[src/rtl/assert_macros.svh]
// assertion helpers for the rtl
`ifndef ASSERT_MACROS_SVH
`define ASSERT_MACROS_SVH

// same-cycle implication, sampled on the rising clock, quiet while reset is high
`define SSE_ASSERT_SAME(lbl, ante, cons, msg) \
   lbl: assert property (@(posedge clock) disable iff (reset) (ante) |-> (cons)) \
      else $error(msg);

// next-cycle implication
`define SSE_ASSERT_NEXT(lbl, ante, cons, msg) \
   lbl: assert property (@(posedge clock) disable iff (reset) (ante) |=> (cons)) \
      else $error(msg);

`endif

[src/rtl/sse_pkg.sv]
package sse_pkg;

   localparam int CAPACITY = 64;
   localparam int CNT_W    = $clog2(CAPACITY + 1);
   localparam int COUNT_W  = 7;
   localparam int VALUE_W  = 32;

   localparam logic [1:0] OP_INSERT   = 2'd0;
   localparam logic [1:0] OP_REMOVE   = 2'd1;
   localparam logic [1:0] OP_CONTAINS = 2'd2;

   localparam logic [1:0] ST_DONE = 2'd0;
   localparam logic [1:0] ST_MISS = 2'd1;
   localparam logic [1:0] ST_FULL = 2'd2;

   typedef struct packed {
      logic [1:0]                opcode;
      logic signed [VALUE_W-1:0] value;
   } sse_req_type;

   typedef struct packed {
      logic [1:0]         status;
      logic [COUNT_W-1:0] count;
      logic               empty_res;
   } sse_rsp_type;

   // per-cycle commands broadcast along the row of cells
   typedef struct packed {
      logic load;   // latch compare flags against the incoming value
      logic ins;    // open a gap at the insert point, shift upwards
      logic del;    // close the gap at the match, shift downwards
   } sse_cell_ctl_type;

endpackage

[src/rtl/sse_cell.sv]
module sse_cell (
   input  logic                                clock,
   input  sse_pkg::sse_cell_ctl_type           ctl,
   input  logic                                occupied,
   input  logic signed [sse_pkg::VALUE_W-1:0]  probe_value,
   input  logic signed [sse_pkg::VALUE_W-1:0]  left_entry,
   input  logic                                left_lt,
   input  logic signed [sse_pkg::VALUE_W-1:0]  right_entry,
   output logic signed [sse_pkg::VALUE_W-1:0]  entry,
   output logic                                lt,
   output logic                                eq
);
   import sse_pkg::*;

   logic signed [VALUE_W-1:0] entry_ff, entry_in;
   logic                      lt_ff, lt_in;
   logic                      eq_ff, eq_in;

   always_comb begin
      lt_in    = lt_ff;
      eq_in    = eq_ff;
      entry_in = entry_ff;
      if (ctl.load) begin
         lt_in = occupied && (entry_ff < probe_value);
         eq_in = occupied && (entry_ff == probe_value);
      end
      // cells below the insert or match point keep their entry
      if (ctl.ins && !lt_ff) begin
         entry_in = left_lt ? probe_value : left_entry;
      end else if (ctl.del && !lt_ff) begin
         entry_in = right_entry;
      end
   end

   always_ff @(posedge clock) begin
      entry_ff <= entry_in;
      lt_ff    <= lt_in;
      eq_ff    <= eq_in;
   end

   assign entry = entry_ff;
   assign lt    = lt_ff;
   assign eq    = eq_ff;

endmodule

[config.mk]
export PLATFORM = sky130hd
export DESIGN_NAME = sse_cell
export DESIGN_NICKNAME = d
export VERILOG_FILES = /design/src/rtl/assert_macros.svh /design/src/rtl/sse_pkg.sv /design/src/rtl/sse_cell.sv
export SDC_FILE = /design/constraint.sdc
export NUM_CORES = 1
export LEC_CHECK = 0
export BUFFER_PORTS_ARGS = -buffer_cell sky130_fd_sc_hd__buf_2
export CAP_MARGIN = 15
export CELL_PAD_IN_SITES_DETAIL_PLACEMENT = 0
export CELL_PAD_IN_SITES_GLOBAL_PLACEMENT = 1
export CORE_ASPECT_RATIO = 1.4
export CORE_MARGIN = 4
export CORE_UTILIZATION = 29
export DETAILED_ROUTE_END_ITERATION = 7
export PLACE_DENSITY = 0.87
export SLEW_MARGIN = 5
export SYNTH_ARGS = -nofsm -noshare
export SYNTH_HDL_FRONTEND = slang
export SYNTH_SLANG_ARGS = --single-unit
[constraint.sdc]
create_clock -name clock -period 2.02 [get_ports clock]
set_clock_uncertainty 0.05 [all_clocks]
set_input_delay 0.202 -clock clock [delete_from_list [all_inputs] [get_ports clock]]
set_output_delay 0.202 -clock clock [all_outputs]
set_load 0.02 [all_outputs]
==> reports/results.tsv, run 1 <==
metric	value	unit
via_per_inst	4.63	
clk_latency	0.28	ns
p_leak	1.86	nW
ant_nets	0	
grt_max_degree	65	
required	2.09	ns
cts_buffer_depth	2	
synth_area	2530	um2
synth_fp_nets	396	
postSynth.asyncResetShare	0	
postLayoutSetupSlackWorst	0.147	ns
cts_tree	done	
routedWlPerCell	13.7	um
dieArea	10300	um2
drive_above_1_share	0.414	
yosysTopAreaCellShare	0.404	
areaGrowthSynthToFinish	44.9	%
endpoint_kind	register	
setup_viol	0	
hpwl	5630	um
fillers	868	
post-place-ws	0.00505	ns
firstDrtPassIters	4	
status	completed	
diodes	0	
cts_buffers	5	
cts_sinks	34	
synth_commonest_cells	nand2_1, edfxtp_1, inv_1	
min_period	1.87	ns
synth_edf_count	34	
initial_core_util	0.296	
antenna_found_initial	0	
crit_arrival	1.95	ns
grt_overflow	0	
avgSynthCellArea	9.66	um2
min_path_type	input port to register	
ys_seq_area_frac	0.404	
synth_seq_cells	34	
slew_headroom	0.709	
slew_viol_final	0	
setup_tns	0	ns
die_y	119	um
crit_fanout	3	
clkTransAtPathRegs	0.05	ns
cap_violations	0	
multi_input_area	1480	um2
yosysUniqueCellTypes	24	
synth_cells	262	
fp.dieW	86.9	um
finalPower	0.00253	W
drt-initial-drc-count	50	
fmax	534	MHz
crit_type	register to register	
synth_top_area_cell	edfxtp_1	
drc	0	
dr_total_vias	2333	
gp_congestion	0.726	
synthTopCellsByArea	edfxtp_1, ha_1, mux2i_1	
portBuffers	135	
coreArea	8560	um2
hold_viol	0	
grt_pass1_wl	10600	um
finalCritPeriodShare	0.927	
fin_nets	532	
yosysWarnings	0	
wirelength	6910	um
synth_ff_type	edfxtp_1	
grt_pass1_vias	2301	
synth_most_common_cell	nand2_1	
worst_pin_slew	0.436	ns
grt_usage	0.130	
top_level_ports	136	
p_per_area	690	nW/um2
start_kind	register	
hold_buffers	0	
htree_levels	2	
ir_drop	0.380	mV
seqCellArea	1020	um2
rows	40	
root_buffer	clkbuf_16	
## through the flow
| stage | util | cells | hold WS, ns | instance area, um2 |
|---|---|---|---|---|
| 2_1_floorplan | - | 262 | 0.264 | 2530 |
| 3_3_place_gp | 0.391 | 494 | 0.397 | 3350 |
| 3_5_place_dp | 0.391 | 494 | 0.410 | 3350 |
| 4_1_cts | 0.411 | 502 | 0.121 | 3520 |
| 5_1_grt | 0.428 | 504 | 0.116 | 3670 |
| 6_report | 0.428 | 504 | 0.116 | 3670 |
## layout make-up
cell class,instances,share of cell area
clock buffer,5,0.0341
tap,105,0.0358
clock inverter,3,0.0109
inverter,34,0.0348
sequential,34,0.278
timing repair buffer,140,0.201
multi-input combinational,183,0.404
## routing by layer
metal,share of wire,track usage,wire length (um),up-vias
met4,0.010,0.0341,70,0
met2,0.52,0.238,3620,82
li1,-,-,-,1201
met1,0.39,0.145,2700,1045
met5,0,0,0,-
met3,0.075,0.0342,519,5
## path summary, 6_finish.rpt
kind,start,slack (ns),cells past startpoint,endpoint
max,entry[11]$_DFFE_PP_,0.15,6,lt$_DFFE_PP_
max reg2reg,entry[11]$_DFFE_PP_,0.15,6,lt$_DFFE_PP_
min,ctl[2],0.12,1,eq$_DFFE_PP_
min reg2reg,entry[1]$_DFFE_PP_,0.77,3,eq$_DFFE_PP_
## cell usage in the layout, fill, tap and decap left out
cell type and n:
o21ai_1 7, clkinv_2 2, nand2_1 40, nand3_1 3
ha_4 8, nand4_4 1, nand4_1 5, a22oi_1 1
inv_1 34, nand3b_1 1, nor2_4 1, mux2i_1 33
o21ai_0 30, edfxtp_1 34, buf_12 2, nand2b_2 1
nor4_4 2, nor3_1 1, nor2_1 3, a21oi_2 3
a21oi_1 13, clkbuf_16 5, ha_1 24, buf_4 3
a21o_1 2, buf_2 135, o21a_1 2, nand2b_1 1
bufinv_16 1, a2111oi_4 1
## report_power, final
| group | switching (W) | internal [W] | total, W |
|---|---|---|---|
| Combinational | 0.000418 | 0.000325 | 0.000742 |
| Clock | 0.000279 | 0.000577 | 0.000855 |
| Sequential | 0.0000471 | 0.000884 | 0.000931 |
## logic make-up (layout without fill, tap and decap cells)
logic type	count (synthesis)	count (layout)	share of synthesized area
AOI/OAI and AO/OA	59	59	0.134
adders and majority gates	32	32	0.158
and+or+nand+nor	59	59	0.106
muxes	33	33	0.131
DFF	34	34	0.404
buffers and inverters	45	182	0.0682
## registers in the layout (all words and copies together), names as in the netlist
name and count:
entry 32, eq 1, lt 1
## critical path, cell delays in order, from the launching register on
cell,delay [ns]
edfxtp_1,0.43
ha_4,0.31
nand4_1,0.16
nor4_4,0.31
a22oi_1,0.11
a21oi_2,0.16
mux2i_1,0.20
## repair_timing
action                                  4_1_cts  5_1_grt
pin swaps                                     0        6
gates resized for setup                       1       12
cloned                                        0        0
endpoints found under the setup margin        1        1
buffers inserted                              0        2
No activity file was read; power rests on OpenSTA's default activity.
==> run 2, diff against run 1 <==
--- a/config.mk
+++ b/config.mk
@@ -9,3 +9,3 @@
 export CAP_MARGIN = 15
-export CELL_PAD_IN_SITES_DETAIL_PLACEMENT = 0
+export CELL_PAD_IN_SITES_DETAIL_PLACEMENT = 1
 export CELL_PAD_IN_SITES_GLOBAL_PLACEMENT = 1
--- a/constraint.sdc
+++ b/constraint.sdc
@@ -4,2 +4,2 @@
 set_output_delay 0.202 -clock clock [all_outputs]
-set_load 0.02 [all_outputs]
+set_load 0.05 [all_outputs]
==> reports/results.tsv, run 2 (same netlist as run 1, synthesis figures left out) <==
metric	value	unit
worst_pin_slew	0.523	ns
portBuffers	135	
drive_above_1_share	0.395	
areaGrowthSynthToFinish	41.9	%
firstDrtPassIters	4	
cap_violations	0	
final_common_cell	buf_2	
slew_headroom	0.652	
cp_top_family	simple AND/OR/NAND/NOR gates	
min_period	1.87	ns
crit_fanout	3	
crit_arrival	1.94	ns
antenna_found_initial	0	
rows	40	
die_y	119	um
required	2.10	ns
routedWlPerCell	16.0	um
crit_type	register to register	
clkTransAtPathRegs	0.06	ns
fmax	535	MHz
grt_pass1_vias	2765	
gp_congestion	0.794	
slew_viol_final	0	
cts_tree	done	
rsz0062_at_grt	false	
dieArea	10300	um2
p_leak	1.85	nW
coreArea	8560	um2
critPathBufInv	0	
endpoint_kind	register	
crit_path_top_delay_cell	edfxtp_1	
final_cell_mix	buf_2, nand2_1, inv_1, edfxtp_1, mux2i_1	
htree_levels	2	
grt_overflow	0	
cts_buffers	5	
grt_pass1_wl	12300	um
cts_buffer_depth	2	
dr_total_vias	2456	
critical-path-max-stage-delay	0.39	ns
grt_usage	0.154	
min_path_type	input port to register	
diodes	0	
status	completed	
drc	0	
fp.dieW	86.9	um
p_per_area	748	nW/um2
root_buffer	clkbuf_16	
fin_nets	531	
initial_core_util	0.296	
fin_area	3590	um2
start_kind	register	
hpwl	6810	um
path_cells	ha_1 > nand4_1 > nor4_4 > nor2_1 > a21oi_2 > mux2i_1	
grt_max_degree	37	
ir_drop	0.318	mV
holdWs	0.0975	ns
setup_tns	0	ns
cts_sinks	34	
ant_nets	0	
largest_reg_flops	32	
top_level_ports	136	
placedInstanceArea	3390	um2
wirelength	8020	um
hold_buffers	0	
via_per_inst	4.89	
clk_latency	0.27	ns
hold_viol	0	
drt-initial-drc-count	106	
finalCritPeriodShare	0.925	
setup_viol	0	
==> run 2: cell type report <==
class / count / area, um2
multi-input combinational: 183 / 1420
clock inverter: 2 / 33.8
fill: 1030 / 4970
timing repair buffer: 139 / 731
tap: 105 / 131
clock buffer: 5 / 125
sequential: 34 / 1020
inverter: 34 / 128
==> run 2: through the flow <==
step                instances  power (W)  setup WS, ns  utilization
floorplan                 262    0.00154      -0.00383            -
global placement          494    0.00181        0.0998        0.396
detailed placement        494    0.00185      -0.00950        0.396
CTS                       501    0.00271        0.0802        0.415
global route              502    0.00283        0.0203        0.419
finish                    502    0.00268         0.152        0.419
==> run 2: what timing repair did <==
item / in CTS / in global routing
setup buffers: 0 / 1
endpoints found under the setup margin: 1 / 1
resized for setup: 1 / 3
pin swaps: 0 / 1
==> run 2: worst paths after layout <==
check,slack (ns),startpoint,cells past startpoint,end
hold reg to reg,0.78,entry[31]$_DFFE_PP_,3,lt$_DFFE_PP_
hold / removal,0.1,ctl[2],1,eq$_DFFE_PP_
setup reg to reg,0.15,entry[27]$_DFFE_PP_,6,lt$_DFFE_PP_
setup / recovery,0.15,entry[27]$_DFFE_PP_,6,lt$_DFFE_PP_
==> run 2: where the power goes <==
| group | internal [W] | switching [W] |
|---|---|---|
| Clock | 0.000570 | 0.000279 |
| Combinational | 0.000310 | 0.000597 |
| Sequential | 0.000884 | 0.0000440 |
| Total | 0.00176 | 0.000920 |
==> run 2: per-layer routing <==
layer  wire length, um  vias up  global-route usage
met2              4460       91               0.298
met1              2810     1148               0.150
li1                  -     1199                   -
met4               198        0              0.0526
met3               552       18              0.0397
met5                 0        -                   0
==> run 2: worst register-to-register path: stages, from the launching register on <==
cell and delay (ns):
edfxtp_1 0.39, ha_1 0.34, nand4_1 0.19, nor4_4 0.35, nor2_1 0.09, a21oi_2 0.13, mux2i_1 0.19
